<file path="src/rtl/srmq_pkg.sv">
// ----------------------------------------------------------------------------
// srmq_pkg
// types, widths and codes shared by the ring message queue pointer block
// ----------------------------------------------------------------------------
package srmq_pkg;

  localparam int PTR_W       = 12;
  localparam int MC_W        = 13;
  localparam int SIZE_W      = 17;
  localparam int BASE_W      = 48;
  localparam int PROD_W      = MC_W + SIZE_W;
  localparam int FUNC_W      = 3;
  localparam int APB_DATA_W  = 64;
  localparam int APB_ADDR_W  = 5;
  localparam int REG_IDX_W   = 2;

  localparam int MAX_SLOTS_DEF = 4096;

  // config reset values
  localparam logic [MC_W-1:0]   MSG_COUNT_RST = MC_W'(16);
  localparam logic [SIZE_W-1:0] MSG_SIZE_RST  = SIZE_W'(256);

  // register indexes
  localparam logic [REG_IDX_W-1:0] REG_MSG_COUNT = 2'd0;
  localparam logic [REG_IDX_W-1:0] REG_MSG_SIZE  = 2'd1;
  localparam logic [REG_IDX_W-1:0] REG_TX_BASE   = 2'd2;
  localparam logic [REG_IDX_W-1:0] REG_RX_BASE   = 2'd3;

  // operation codes
  localparam logic [FUNC_W-1:0] FUNC_TX_LINK    = 3'd0;
  localparam logic [FUNC_W-1:0] FUNC_RX_LINK    = 3'd1;
  localparam logic [FUNC_W-1:0] FUNC_GET_WRITE  = 3'd2;
  localparam logic [FUNC_W-1:0] FUNC_SUBMIT     = 3'd3;
  localparam logic [FUNC_W-1:0] FUNC_AVAILABLE  = 3'd4;
  localparam logic [FUNC_W-1:0] FUNC_GET_READ   = 3'd5;
  localparam logic [FUNC_W-1:0] FUNC_CONSUME    = 3'd6;

  typedef struct packed {
    logic [FUNC_W-1:0] func;
    logic [PTR_W-1:0]  amount;
    logic [PTR_W-1:0]  remote_read_ptr;
    logic [PTR_W-1:0]  remote_write_ptr;
  } in_t;

  typedef struct packed {
    logic              ok;
    logic [PTR_W-1:0]  slot;
    logic [BASE_W-1:0] byte_address;
    logic [PTR_W-1:0]  available;
    logic              publish;
    logic [PTR_W-1:0]  published_ptr;
  } out_t;

  typedef struct packed {
    logic [MC_W-1:0]   msg_count;
    logic [SIZE_W-1:0] msg_size;
    logic [BASE_W-1:0] tx_entry_base;
    logic [BASE_W-1:0] rx_entry_base;
  } cfg_t;

  typedef struct packed {
    logic load;
    logic eval;
    logic exec;
    logic mul;
    logic fin;
  } dp_cmd_t;

  typedef struct packed {
    logic addr_en;
  } dp_status_t;

endpackage

</file>
<file path="src/rtl/srmq_regs.sv">
// ----------------------------------------------------------------------------
// srmq_regs
// configuration register file behind the apb port
// ----------------------------------------------------------------------------
module srmq_regs (
  input  logic                               clk_i,
  input  logic                               rst_ni,
  input  logic                               psel,
  input  logic                               penable,
  input  logic                               pwrite,
  input  logic [srmq_pkg::APB_ADDR_W-1:0]    paddr,
  input  logic [srmq_pkg::APB_DATA_W-1:0]    pwdata,
  output logic [srmq_pkg::APB_DATA_W-1:0]    prdata,
  output logic                               pready,
  output srmq_pkg::cfg_t                     cfg_o
);

  srmq_pkg::cfg_t                     cfg_q;
  logic [srmq_pkg::REG_IDX_W-1:0]     idx;
  logic                               wr_en;

  // registers sit on 8-byte boundaries
  assign idx   = paddr[srmq_pkg::APB_ADDR_W-1:3];
  assign wr_en = psel & penable & pwrite;
  assign pready = 1'b1;
  assign cfg_o = cfg_q;

  always_ff @(posedge clk_i or negedge rst_ni) begin
    if (!rst_ni) begin
      cfg_q.msg_count     <= srmq_pkg::MSG_COUNT_RST;
      cfg_q.msg_size      <= srmq_pkg::MSG_SIZE_RST;
      cfg_q.tx_entry_base <= '0;
      cfg_q.rx_entry_base <= '0;
    end else if (wr_en) begin
      case (idx)
        srmq_pkg::REG_MSG_COUNT: cfg_q.msg_count <= pwdata[srmq_pkg::MC_W-1:0];
        srmq_pkg::REG_MSG_SIZE:  cfg_q.msg_size  <= pwdata[srmq_pkg::SIZE_W-1:0];
        srmq_pkg::REG_TX_BASE:   cfg_q.tx_entry_base <= pwdata[srmq_pkg::BASE_W-1:0];
        srmq_pkg::REG_RX_BASE:   cfg_q.rx_entry_base <= pwdata[srmq_pkg::BASE_W-1:0];
        default: ;
      endcase
    end
  end

  always_comb begin
    case (idx)
      srmq_pkg::REG_MSG_COUNT:
        prdata = {{(srmq_pkg::APB_DATA_W - srmq_pkg::MC_W){1'b0}}, cfg_q.msg_count};
      srmq_pkg::REG_MSG_SIZE:
        prdata = {{(srmq_pkg::APB_DATA_W - srmq_pkg::SIZE_W){1'b0}}, cfg_q.msg_size};
      srmq_pkg::REG_TX_BASE:
        prdata = {{(srmq_pkg::APB_DATA_W - srmq_pkg::BASE_W){1'b0}}, cfg_q.tx_entry_base};
      srmq_pkg::REG_RX_BASE:
        prdata = {{(srmq_pkg::APB_DATA_W - srmq_pkg::BASE_W){1'b0}}, cfg_q.rx_entry_base};
      default:
        prdata = '0;
    endcase
  end

endmodule

</file>
<file path="src/rtl/srmq_ctrl.sv">
// ----------------------------------------------------------------------------
// srmq_ctrl
// sequencer for one queue operation: load, refresh, execute, multiply, finish
// ----------------------------------------------------------------------------
module srmq_ctrl (
  input  logic                    clk_i,
  input  logic                    rst_ni,
  input  logic                    start,
  output logic                    busy,
  output logic                    done_o,
  output srmq_pkg::dp_cmd_t       cmd_o,
  input  srmq_pkg::dp_status_t    status_i
);

  localparam logic [2:0] ST_IDLE = 3'd0;
  localparam logic [2:0] ST_EVAL = 3'd1;
  localparam logic [2:0] ST_EXEC = 3'd2;
  localparam logic [2:0] ST_MUL  = 3'd3;
  localparam logic [2:0] ST_FIN  = 3'd4;

  logic [2:0] state_q, state_d;
  logic       done_q;

  assign busy   = (state_q != ST_IDLE);
  assign done_o = done_q;

  // commands use only state and start, so the datapath status never loops back
  always_comb begin
    cmd_o = '0;
    case (state_q)
      ST_IDLE: begin
        cmd_o.load = start;
      end
      ST_EVAL: begin
        cmd_o.eval = 1'b1;
      end
      ST_EXEC: begin
        cmd_o.exec = 1'b1;
      end
      ST_MUL: begin
        cmd_o.mul = 1'b1;
      end
      ST_FIN: begin
        cmd_o.fin = 1'b1;
      end
      default: ;
    endcase
  end

  always_comb begin
    state_d = state_q;
    case (state_q)
      ST_IDLE: begin
        if (start) begin
          state_d = ST_EVAL;
        end
      end
      ST_EVAL: begin
        state_d = ST_EXEC;
      end
      ST_EXEC: begin
        // only a granted get needs the slot address
        state_d = status_i.addr_en ? ST_MUL : ST_FIN;
      end
      ST_MUL: begin
        state_d = ST_FIN;
      end
      ST_FIN: begin
        state_d = ST_IDLE;
      end
      default: begin
        state_d = ST_IDLE;
      end
    endcase
  end

  always_ff @(posedge clk_i or negedge rst_ni) begin
    if (!rst_ni) begin
      state_q <= ST_IDLE;
      done_q  <= 1'b0;
    end else begin
      state_q <= state_d;
      done_q  <= (state_q == ST_FIN);
    end
  end

endmodule

</file>
<file path="src/rtl/srmq_dp.sv">
// ----------------------------------------------------------------------------
// srmq_dp
// pointer state, ring difference unit, slot wrap and slot address datapath
// ----------------------------------------------------------------------------
module srmq_dp #(
  parameter int MAX_SLOTS = srmq_pkg::MAX_SLOTS_DEF
) (
  input  logic                    clk_i,
  input  logic                    rst_ni,
  input  srmq_pkg::dp_cmd_t       cmd_i,
  input  srmq_pkg::in_t           item_i,
  input  srmq_pkg::cfg_t          cfg_i,
  output srmq_pkg::dp_status_t    status_o,
  output srmq_pkg::out_t          res_o
);

  localparam int PW = srmq_pkg::PTR_W;
  localparam int MW = srmq_pkg::MC_W;
  localparam int DW = srmq_pkg::MC_W + 1;
  localparam int QW = srmq_pkg::PROD_W;
  localparam int BW = srmq_pkg::BASE_W;
  localparam int CountMax = (1 << MW) - 1;
  localparam int McMax = (MAX_SLOTS > CountMax) ? CountMax : MAX_SLOTS;

  // latched operation
  logic [srmq_pkg::FUNC_W-1:0] func_q;
  logic [PW-1:0] amount_q, rrp_q, rwp_q;
  logic [MW-1:0] mc_q, mc_cfg;

  // queue state
  logic [PW-1:0] tx_wp_q, tx_wp_d, tx_free_q, tx_free_d;
  logic [PW-1:0] rx_rp_q, rx_rp_d, rx_avail_q, rx_avail_d;
  logic          tx_linked_q, tx_linked_d, rx_linked_q, rx_linked_d;
  logic          nofit_q, nofit_d;

  // operation results
  logic          ok_q, ok_d, pub_q, pub_d, addr_en_q, addr_en_d;
  logic [MW-1:0] slot_q, slot_d;
  logic [PW-1:0] avail_q, avail_d, pptr_q, pptr_d;
  logic [QW-1:0] prod_q;
  srmq_pkg::out_t res_q;

  // ring difference unit
  logic          use_tx, remote_bad;
  logic [PW-1:0] d_a, d_b, diff;
  logic [DW-1:0] d_top, d_t, d_t2;

  // wrapped pointer sums
  logic [MW-1:0] tx_sum, tx_sum2, tx_wrap, rx_sum, rx_sum2, rx_wrap;
  logic [PW-1:0] tx_sat, rx_sat;
  logic [BW-1:0] base, addr_sum;

  always_comb begin
    if (cfg_i.msg_count < MW'(2)) begin
      mc_cfg = MW'(2);
    end else if (cfg_i.msg_count > MW'(McMax)) begin
      mc_cfg = MW'(McMax);
    end else begin
      mc_cfg = cfg_i.msg_count;
    end
  end

  // tx: rrp + mc - 1 - wp ; rx: rwp + mc - rp ; both saturate and wrap once
  always_comb begin
    use_tx     = (func_q == srmq_pkg::FUNC_GET_WRITE);
    d_a        = use_tx ? rrp_q : rwp_q;
    d_b        = use_tx ? tx_wp_q : rx_rp_q;
    remote_bad = ({1'b0, d_a} >= mc_q);
    d_top      = {2'b00, d_a} + {1'b0, mc_q} - {{(DW-1){1'b0}}, use_tx};
    d_t        = d_top - {2'b00, d_b};
    d_t2       = d_t - {1'b0, mc_q};
    if ({2'b00, d_b} >= d_top) begin
      diff = '0;
    end else if (d_t >= {1'b0, mc_q}) begin
      diff = d_t2[PW-1:0];
    end else begin
      diff = d_t[PW-1:0];
    end
  end

  always_comb begin
    tx_sum  = {1'b0, tx_wp_q} + {1'b0, amount_q};
    tx_sum2 = tx_sum - mc_q;
    tx_wrap = (tx_sum >= mc_q) ? tx_sum2 : tx_sum;
    rx_sum  = {1'b0, rx_rp_q} + {1'b0, amount_q};
    rx_sum2 = rx_sum - mc_q;
    rx_wrap = (rx_sum >= mc_q) ? rx_sum2 : rx_sum;
    tx_sat  = (tx_free_q > amount_q) ? (tx_free_q - amount_q) : '0;
    rx_sat  = (rx_avail_q > amount_q) ? (rx_avail_q - amount_q) : '0;
  end

  always_comb begin
    tx_wp_d     = tx_wp_q;
    tx_free_d   = tx_free_q;
    rx_rp_d     = rx_rp_q;
    rx_avail_d  = rx_avail_q;
    tx_linked_d = tx_linked_q;
    rx_linked_d = rx_linked_q;
    nofit_d     = nofit_q;
    ok_d        = 1'b0;
    pub_d       = 1'b0;
    addr_en_d   = 1'b0;
    slot_d      = '0;
    avail_d     = '0;
    pptr_d      = '0;

    if (cmd_i.eval) begin
      // refresh the cached count from the partner pointer where needed
      nofit_d = 1'b0;
      case (func_q)
        srmq_pkg::FUNC_GET_WRITE: begin
          if (tx_linked_q && (amount_q >= tx_free_q)) begin
            if (remote_bad) nofit_d = 1'b1;
            else            tx_free_d = diff;
          end
        end
        srmq_pkg::FUNC_AVAILABLE: begin
          if (rx_linked_q) begin
            if (remote_bad) nofit_d = 1'b1;
            else            rx_avail_d = diff;
          end
        end
        srmq_pkg::FUNC_GET_READ: begin
          if (rx_linked_q && (amount_q >= rx_avail_q)) begin
            if (remote_bad) nofit_d = 1'b1;
            else            rx_avail_d = diff;
          end
        end
        default: ;
      endcase
    end

    if (cmd_i.exec) begin
      case (func_q)
        srmq_pkg::FUNC_TX_LINK: begin
          if (!tx_linked_q) begin
            tx_linked_d = 1'b1;
            tx_wp_d     = '0;
            tx_free_d   = mc_q[PW-1:0] - PW'(1);
            ok_d        = 1'b1;
            pub_d       = 1'b1;
          end
        end
        srmq_pkg::FUNC_RX_LINK: begin
          if (!rx_linked_q) begin
            rx_linked_d = 1'b1;
            rx_rp_d     = '0;
            ok_d        = 1'b1;
            pub_d       = 1'b1;
          end
        end
        srmq_pkg::FUNC_GET_WRITE: begin
          // slot may still land beyond the ring after one wrap
          if (tx_linked_q && !nofit_q && (amount_q < tx_free_q) && (tx_wrap < mc_q)) begin
            ok_d      = 1'b1;
            slot_d    = tx_wrap;
            addr_en_d = 1'b1;
          end
        end
        srmq_pkg::FUNC_SUBMIT: begin
          if (tx_linked_q) begin
            tx_wp_d   = tx_wrap[PW-1:0];
            tx_free_d = tx_sat;
            ok_d      = 1'b1;
            pub_d     = 1'b1;
            pptr_d    = tx_wrap[PW-1:0];
          end
        end
        srmq_pkg::FUNC_AVAILABLE: begin
          if (rx_linked_q && !nofit_q) begin
            ok_d    = 1'b1;
            avail_d = rx_avail_q;
          end
        end
        srmq_pkg::FUNC_GET_READ: begin
          if (rx_linked_q && !nofit_q && (amount_q < rx_avail_q)) begin
            ok_d      = 1'b1;
            slot_d    = {1'b0, rx_wrap[PW-1:0]};
            addr_en_d = 1'b1;
          end
        end
        srmq_pkg::FUNC_CONSUME: begin
          if (rx_linked_q) begin
            rx_rp_d    = rx_wrap[PW-1:0];
            rx_avail_d = rx_sat;
            ok_d       = 1'b1;
            pub_d      = 1'b1;
            pptr_d     = rx_wrap[PW-1:0];
          end
        end
        default: ;
      endcase
    end
  end

  assign status_o.addr_en = addr_en_d;

  always_ff @(posedge clk_i or negedge rst_ni) begin
    if (!rst_ni) begin
      tx_wp_q     <= '0;
      tx_free_q   <= '0;
      rx_rp_q     <= '0;
      rx_avail_q  <= '0;
      tx_linked_q <= 1'b0;
      rx_linked_q <= 1'b0;
      nofit_q     <= 1'b0;
    end else begin
      tx_wp_q     <= tx_wp_d;
      tx_free_q   <= tx_free_d;
      rx_rp_q     <= rx_rp_d;
      rx_avail_q  <= rx_avail_d;
      tx_linked_q <= tx_linked_d;
      rx_linked_q <= rx_linked_d;
      nofit_q     <= nofit_d;
    end
  end

  always_ff @(posedge clk_i) begin
    if (cmd_i.load) begin
      func_q   <= item_i.func;
      amount_q <= item_i.amount;
      rrp_q    <= item_i.remote_read_ptr;
      rwp_q    <= item_i.remote_write_ptr;
      mc_q     <= mc_cfg;
    end
    if (cmd_i.exec) begin
      ok_q      <= ok_d;
      pub_q     <= pub_d;
      addr_en_q <= addr_en_d;
      slot_q    <= slot_d;
      avail_q   <= avail_d;
      pptr_q    <= pptr_d;
    end
    if (cmd_i.mul) begin
      prod_q <= {{(QW-MW){1'b0}}, slot_q} *
                {{(QW-srmq_pkg::SIZE_W){1'b0}}, cfg_i.msg_size};
    end
    if (cmd_i.fin) begin
      res_q.ok            <= ok_q;
      res_q.slot          <= slot_q[PW-1:0];
      res_q.byte_address  <= addr_en_q ? addr_sum : '0;
      res_q.available     <= avail_q;
      res_q.publish       <= pub_q;
      res_q.published_ptr <= pptr_q;
    end
  end

  assign base     = (func_q == srmq_pkg::FUNC_GET_WRITE) ? cfg_i.tx_entry_base
                                                         : cfg_i.rx_entry_base;
  assign addr_sum = base + {{(BW-QW){1'b0}}, prod_q};
  assign res_o    = res_q;

endmodule

</file>
<file path="src/rtl/shared_ring_message_queue_pointers.sv">
// ----------------------------------------------------------------------------
// shared_ring_message_queue_pointers
// transmit and receive pointer keeper of a shared ring message queue
// ----------------------------------------------------------------------------
// channel   ports                                  handshake
// command   start, busy, cmd_i                     taken when start and !busy
// result    done_o, res_o                          one-cycle strobe, no stall
// config    psel, penable, pwrite, paddr, pwdata   apb write on access phase
//
// an operation steps through refresh, execute and finish to its result strobe;
// a granted get adds the slot times message size multiply; the 48-bit
// base add sits in the final step. busy stays high until the result cycle,
// when a new command may already be taken. reset clears both link flags,
// pointers and cached counts; config registers return to their defaults.
// ----------------------------------------------------------------------------
module shared_ring_message_queue_pointers #(
  parameter int MAX_SLOTS = srmq_pkg::MAX_SLOTS_DEF
) (
  input  logic                             clk_i,
  input  logic                             rst_ni,
  input  logic                             start,
  output logic                             busy,
  input  srmq_pkg::in_t                    cmd_i,
  output logic                             done_o,
  output srmq_pkg::out_t                   res_o,
  input  logic                             psel,
  input  logic                             penable,
  input  logic                             pwrite,
  input  logic [srmq_pkg::APB_ADDR_W-1:0]  paddr,
  input  logic [srmq_pkg::APB_DATA_W-1:0]  pwdata,
  output logic [srmq_pkg::APB_DATA_W-1:0]  prdata,
  output logic                             pready
);

  srmq_pkg::cfg_t        cfg;
  srmq_pkg::dp_cmd_t     dp_cmd;
  srmq_pkg::dp_status_t  dp_status;

  srmq_regs u_regs (
    .clk_i   (clk_i),
    .rst_ni  (rst_ni),
    .psel    (psel),
    .penable (penable),
    .pwrite  (pwrite),
    .paddr   (paddr),
    .pwdata  (pwdata),
    .prdata  (prdata),
    .pready  (pready),
    .cfg_o   (cfg)
  );

  srmq_ctrl u_ctrl (
    .clk_i    (clk_i),
    .rst_ni   (rst_ni),
    .start    (start),
    .busy     (busy),
    .done_o   (done_o),
    .cmd_o    (dp_cmd),
    .status_i (dp_status)
  );

  srmq_dp #(
    .MAX_SLOTS (MAX_SLOTS)
  ) u_dp (
    .clk_i    (clk_i),
    .rst_ni   (rst_ni),
    .cmd_i    (dp_cmd),
    .item_i   (cmd_i),
    .cfg_i    (cfg),
    .status_o (dp_status),
    .res_o    (res_o)
  );

endmodule

</file>
<file path="config.mk">
export PLATFORM = sky130hd
export DESIGN_NAME = shared_ring_message_queue_pointers
export DESIGN_NICKNAME = d
export VERILOG_FILES = /design/src/rtl/srmq_pkg.sv /design/src/rtl/srmq_regs.sv /design/src/rtl/srmq_ctrl.sv /design/src/rtl/srmq_dp.sv /design/src/rtl/shared_ring_message_queue_pointers.sv
export SDC_FILE = /design/constraint.sdc
export NUM_CORES = 1
export LEC_CHECK = 0
export BUFFER_PORTS_ARGS = -buffer_cell sky130_fd_sc_hd__buf_4
export CORE_MARGIN = 1.5
export CORE_UTILIZATION = 55
export DETAILED_ROUTE_END_ITERATION = 8
export PLACE_DENSITY = 0.72
export SETUP_SLACK_MARGIN = 0.15
export SLEW_MARGIN = 25
export SYNTH_ARGS = -nofsm -noshare
export SYNTH_HDL_FRONTEND = slang
export SYNTH_SLANG_ARGS = --single-unit
</file>
<file path="constraint.sdc">
create_clock -name clk_i -period 9.1 [get_ports clk_i]
set_input_delay 1.82 -clock clk_i [delete_from_list [all_inputs] [get_ports clk_i]]
set_output_delay 1.82 -clock clk_i [all_outputs]
set_load 0.05 [all_outputs]
</file>
; ---- After elaboration in Yosys (flattened, before gate mapping)
; Index checks and enable logic that the tools add are counted.
[word_totals]
register_bits = 389
latch_bits = 0
ramBits = 0
mem_bits_ro = 0
inputBits = 114
out_inout_bits = 153
wordCells = 166
memories = 0
[op_classes]
addsub = 12
multipliers = 1
div_mod_pow = 0
n_lt_le_gt_ge = 14
n_eq_ne = 18
shifts = 0
n_mux = 63
bitwise = 2
n_reduce_logical = 24
[op_table]
columns = operator, count
row1 = $mux W12, 28
row2 = $pmux W64 S4, 1
row3 = $pmux W12 S2, 5
row4 = $add A48 B30 Y48, 1
row5 = $mux W48, 1
row6 = $sub A12 B12 Y12, 4
row7 = $mux W13, 3
row8 = $mul A13 B17 Y30, 1
row9 = $add A12 B12 Y13, 2
row10 = $ge A13 B13 Y1, 2
row11 = $pmux W13 S2, 1
row12 = $ge A12 B12 Y1, 2
row13 = $gt A12 B12 Y1, 2
row14 = $lt A12 B12 Y1, 2
row15 = $mux W1, 17
row16 = $add A12 B13 Y14, 1
row17 = $ge A12 B14 Y1, 1
row18 = $ge A14 B13 Y1, 1
row19 = $reduce_and A2 Y1, 7
row20 = $sub A14 B1 Y14, 1
row21 = $sub A14 B12 Y14, 1
row22 = $ge A12 B13 Y1, 1
row23 = $gt A13 B13 Y1 const B, 1
row24 = $lt A13 B13 Y1, 1
row25 = other kinds (25), 47

; ---- Depth between registers and ports, before layout
[depth]
depth_word = 15
depth_mapped = 35
depth_no_buf = 32

; ---- Hierarchy
; From an unflattened synthesis, not the netlist that was laid out.
[unflattened]
cells_unflattened = 2998
hier_area_um2 = 30600.6
[modules_own_cells]
columns = module, instances, cells_per_inst, area_each_um2, seq_area_each_um2
row1 = srmq_dp, 1, 2594, 24588.6, 7522.2
row2 = srmq_regs, 1, 387, 5820.6, 3155.5
row3 = srmq_ctrl, 1, 17, 191.4, 100.1

; ---- Worst setup path after synthesis
; No wires, ideal clock.
[synth_timing]
path_kind = register to register
from = register u_ctrl.state_q[1]
to = register u_ctrl.done_q, in the netlist u_ctrl.done_o
arrival_ns = 6.728
slack_ns = 1.605
path_stages_with_launch = 2
period_less_slack_ns = 7.495
path_cell_list = dfrtp_1 -> nor3b_1
[synth_between]
elab_chain_len = 1
[synth_lines]
columns = element, line
row1 = "start, declared", srmq_ctrl.sv:21  ; logic [2:0] state_q, state_d;
row2 = "start signal, assigned", srmq_ctrl.sv:82  ; state_q <= state_d;
row3 = $eq A3 B3 Y1, srmq_ctrl.sv:83  ; done_q <= (state_q == ST_FIN);
row4 = "end signal, assigned", srmq_ctrl.sv:83
row5 = "end, declared", srmq_ctrl.sv:22  ; logic done_q;
; Every way passes these cells.
; A chain may end at the register's enable or synchronous reset.

; ---- Worst setup path after layout
[layout_timing]
from = register u_dp.func_q[0] (netlist name)
to = register u_dp.tx_free_q[2]
[layout_between]
elab_chain_len = 15
elab_cells_between_ends = 22
cone_classes = add/sub: 4 / order compare: 3 / eq/ne: 2 / mux: 12 / reduce/logical: 1
[layout_lines]
columns = element, line
row1 = "start, declared", srmq_dp.sv:26  ; logic [srmq_pkg::FUNC_W-1:0] func_q;
row2 = "start signal, assigned", srmq_dp.sv:220  ; func_q <= item_i.func;
row3 = $eq A3 B2 Y1, "srmq_dp.sv:65, srmq_dp.sv:110"
row4 = $mux W12, srmq_dp.sv:66  ; d_a = use_tx ? rrp_q : rwp_q;
row5 = $add A12 B13 Y14, srmq_dp.sv:69  ; d_top = {2'b00, d_a} + {1'b0, mc_q} - {{(DW-1){1'b0}}, use_tx};
row6 = $sub A14 B1 Y14, srmq_dp.sv:69
row7 = $sub A14 B12 Y14, srmq_dp.sv:70  ; d_t = d_top - {2'b00, d_b};
row8 = $sub A12 B12 Y12 or $ge A14 B13 Y1 (tied branches), "srmq_dp.sv:71, srmq_dp.sv:74"
row9 = $mux W12, srmq_dp.sv:74  ; end else if (d_t >= {1'b0, mc_q}) begin
row10 = $mux W12, srmq_dp.sv:72  ; if ({2'b00, d_b} >= d_top) begin
row11 = $mux W12, srmq_dp.sv:113  ; if (remote_bad) nofit_d = 1'b1;
row12 = $mux W12, srmq_dp.sv:112  ; if (tx_linked_q && (amount_q >= tx_free_q)) begin
row13 = $mux W12, srmq_dp.sv:110  ; case (func_q)
row14 = $mux W12, srmq_dp.sv:107  ; if (cmd_i.eval) begin
row15 = "$mux W12, on equally long branches", "srmq_dp.sv:161, srmq_dp.sv:136"
row16 = $pmux W12 S2, srmq_dp.sv:134  ; case (func_q)
row17 = $mux W12 *, srmq_dp.sv:133  ; if (cmd_i.exec) begin
row18 = via u_dp.tx_free_d[2], srmq_dp.sv:31  ; logic [PW-1:0] tx_wp_q, tx_wp_d, tx_free_q, tx_free_d;
row19 = "end signal, assigned", srmq_dp.sv:209  ; tx_free_q <= tx_free_d;
row20 = "end, declared", srmq_dp.sv:31
; Mark *: on every way through the listed nets, which the timed path passes. The rest lies on a longest branch.

==> results.cfg <==
[run_status]
status = completed

[sta]
rsz0062_at_grt = false
tightest_slew_ns = 0.920
final.setup.tns_ns = 0
hold_viol_final = 0
setup_viol = 0
max-slew-margin-rel_pct = 38.3
fmax_mhz = 134
fin_crit_ns = 7.47
skew_ns = 0.0192
layout_worst_path_cycle_share_pct = 82.1
drv_slew = 0

[critical_path]
cp_slowest_cell = edfxtp_1
path_max_fanout = 25
crit_required_ns = 9.54
rrSetupSlack_ns = 1.63
cp-start-kind = register
crit_family = compound AO/OA/AOI/OAI gates
critPathKind = register to register
rr_startpoint = u_dp.func_q[0]
critPathMostFrequentCell = ha_1
path_buf_inv = 3
ff2ff_path_depth = 31
cp_data_arrival_time_ns = 7.91
cp_slowest_stage_delay_ns = 0.65
reg2reg_to = u_dp.tx_free_q[2]
critPathCaptureType = register

[synth]
ys_top_cells_by_area = edfxtp_1 (20%), dfrtp_1 (15%), fa_1 (11%)
synth_cells = 3003
yosys_warnings = 0
syn_avg_cell_area_um2 = 10.2
synth_top_area_share_pct = 20.3
postSynth.asyncResetShare_pct = 46.5
synth_edf_count = 208
synth_area_um2 = 30800
ys_seq_area_share_pct = 35.0
synthFlopType = edfxtp_1
yosys.cell_types.count = 89
synth_top_area_cell = edfxtp_1
ys_seq_elements = 389

[placement]
dpl.hpwl_mm = 62.3
dp_cells = 3888
post_dp_cell_area_um2 = 33100
finalWeightedCongestion = 0.935
io_buffers = 230

[floorplanning]
initial_core_util_pct = 55.8
row_count = 86
ios = 267
die_w_um = 240
die_y_um = 240
die_area_um2 = 57400
core_um2 = 55200

[global_route]
use_met1_pct = 42.0
grt_pass1_wl_mm = 131
top_usage_layer = met2
antenna_found_initial = 2
grt_max_degree = 119
met2_usage_pct = 45.9
met3_usage_pct = 5.35
grt_overflow_total = 0
grt_pass1_vias = 23300
grt_usage_pct = 29.7

[clock_network]
insertion_delay_ns = 0.59
ctsResizeCount = 0
cts_buffer_depth = 3
holdBufCountCts = 0
clk_pin_slew_ns = 0.06
cts_setup_buffers = 0
cts.sinks = 389
cts_tree = built
cts_root_buf = clkbuf_16
cts_buffers = 45
htreeDepth = 2

[min_path]
hp-start = u_dp.avail_q[1]
whs_endpoint = u_dp.res_o[14]
hold_depth = 0
worstHoldPathType = register to register

[layout]
drive_above_1_share_pct = 16.0
final_cell_mix = nand2_1 (376), inv_1 (271), buf_4 (257)
design_area_um2 = 34600
final_common_cell = nand2_1
syn2layout_area_growth_pct = 12.4
diodes = 0
stdcell_count = 3971
nets = 3731
fillers = 4603

[run]
maxCapViolations = 0

[routing]
remaining_drc_errors = 0
initialDrtViolationCount = 1816
wirelength_mm = 83.8
vias_per_cell = 5.87
ant_nets = 0
vias = 23300
wl_per_cell_um = 21.1
firstDrtPassIters = 5
[layout make-up]
type	instances	area, um^2	area share [%]
Tap cell	748	936	2.70
Clock inverter	19	159	0.459
Timing Repair Buffer	259	1970	5.70
Clock buffer	63	1260	3.66
Multi-Input combinational cell	2219	18500	53.4
Sequential cell	389	10800	31.1
Inverter	274	1030	2.97
[routing by layer]
layer	share of wire (%)	wire, um
met1	45	37300
met2	45	37600
met3	7.3	6110
met4	3.3	2740
met5	0.037	31
[flip-flops by register name, indices dropped and copies added (netlist names), 13 cells and up]
signal and cells:
u_regs.cfg_o 126, u_dp.res_o 86, u_dp.prod_q 30, u_dp.mc_q 13, u_dp.slot_q 13
[worst max path at each step]
stage / startpoint / end / slack, ns / cells past startpoint
2_1_floorplan: u_ctrl.state_q[1] / u_ctrl.done_o / 1.61 / 1
3_3_place_gp: u_dp.amount_q[0] / u_dp.slot_q[6] / 1.74 / 27
3_5_place_dp: u_dp.amount_q[0] / u_dp.slot_q[6] / 1.80 / 27
4_1_cts: u_dp.amount_q[0] / u_dp.slot_q[6] / 1.73 / 27
5_1_grt: u_dp.func_q[0] / u_dp.tx_free_q[7] / 1.12 / 31
6_report: u_dp.func_q[0] / u_dp.tx_free_q[2] / 1.63 / 31
[per-stage QoR]
step                      utilization [%]  setup slack (ns)  hold WS [ns]
after detailed placement             60.0              1.80         0.406
after global routing                 62.7              1.12         0.416
after CTS                            62.6              1.73         0.414
after floorplan                         -              1.61         0.400
final                                62.7              1.63         0.417
after global placement               60.0              1.74         0.402
[cells in the mapped netlist, drive strengths merged (19+ instances only)]
| master | instances |
|---|---|
| xor2 | 51 |
| a21o | 71 |
| a21oi | 121 |
| dfrtp | 179 |
| and3 | 21 |
| ha | 255 |
| nor3 | 49 |
| buf | 34 |
| and2 | 128 |
| o21a | 22 |
| nand4 | 20 |
| mux2i | 83 |
| fa | 174 |
| nand2 | 377 |
| o22ai | 36 |
| nor2 | 95 |
| mux2 | 139 |
| nand2b | 19 |
| nor2b | 63 |
| o21ai | 98 |
| edfxtp | 208 |
| or3 | 23 |
| inv | 274 |
| xnor2 | 105 |
| nand3 | 37 |
| clkbuf | 102 |
[worst register-to-register path: cells and delay by family, from the launching register on]
family	cells	cell delay (ns)
AO/OA/AOI/OAI	11	2.22
multiplexers	1	0.39
AND/OR/NAND/NOR	9	1.39
flip-flops	1	0.65
XOR/XNOR	3	0.58
buffers and inverters	3	0.92
adder cells (fa/ha/maj)	4	1.21
[logic make-up (layout without fill, tap and decap cells)]
| kind of cell | count (synthesis) | after routing | share of synthesized area, % |
|---|---|---|---|
| xor+xnor | 156 | 156 | 4.46 |
| fa+ha+maj | 429 | 429 | 21.7 |
| simple gates | 880 | 880 | 13.9 |
| flops | 389 | 389 | 35.0 |
| mux | 235 | 235 | 8.75 |
| compound gates | 502 | 502 | 10.9 |
| other cells | 2 | 17 | 0.0244 |
| buf+inv | 410 | 615 | 5.29 |
Power is left out: the tool's default activity adds up to more than one toggle a clock period on the data nets, which glitch-free logic cannot reach.
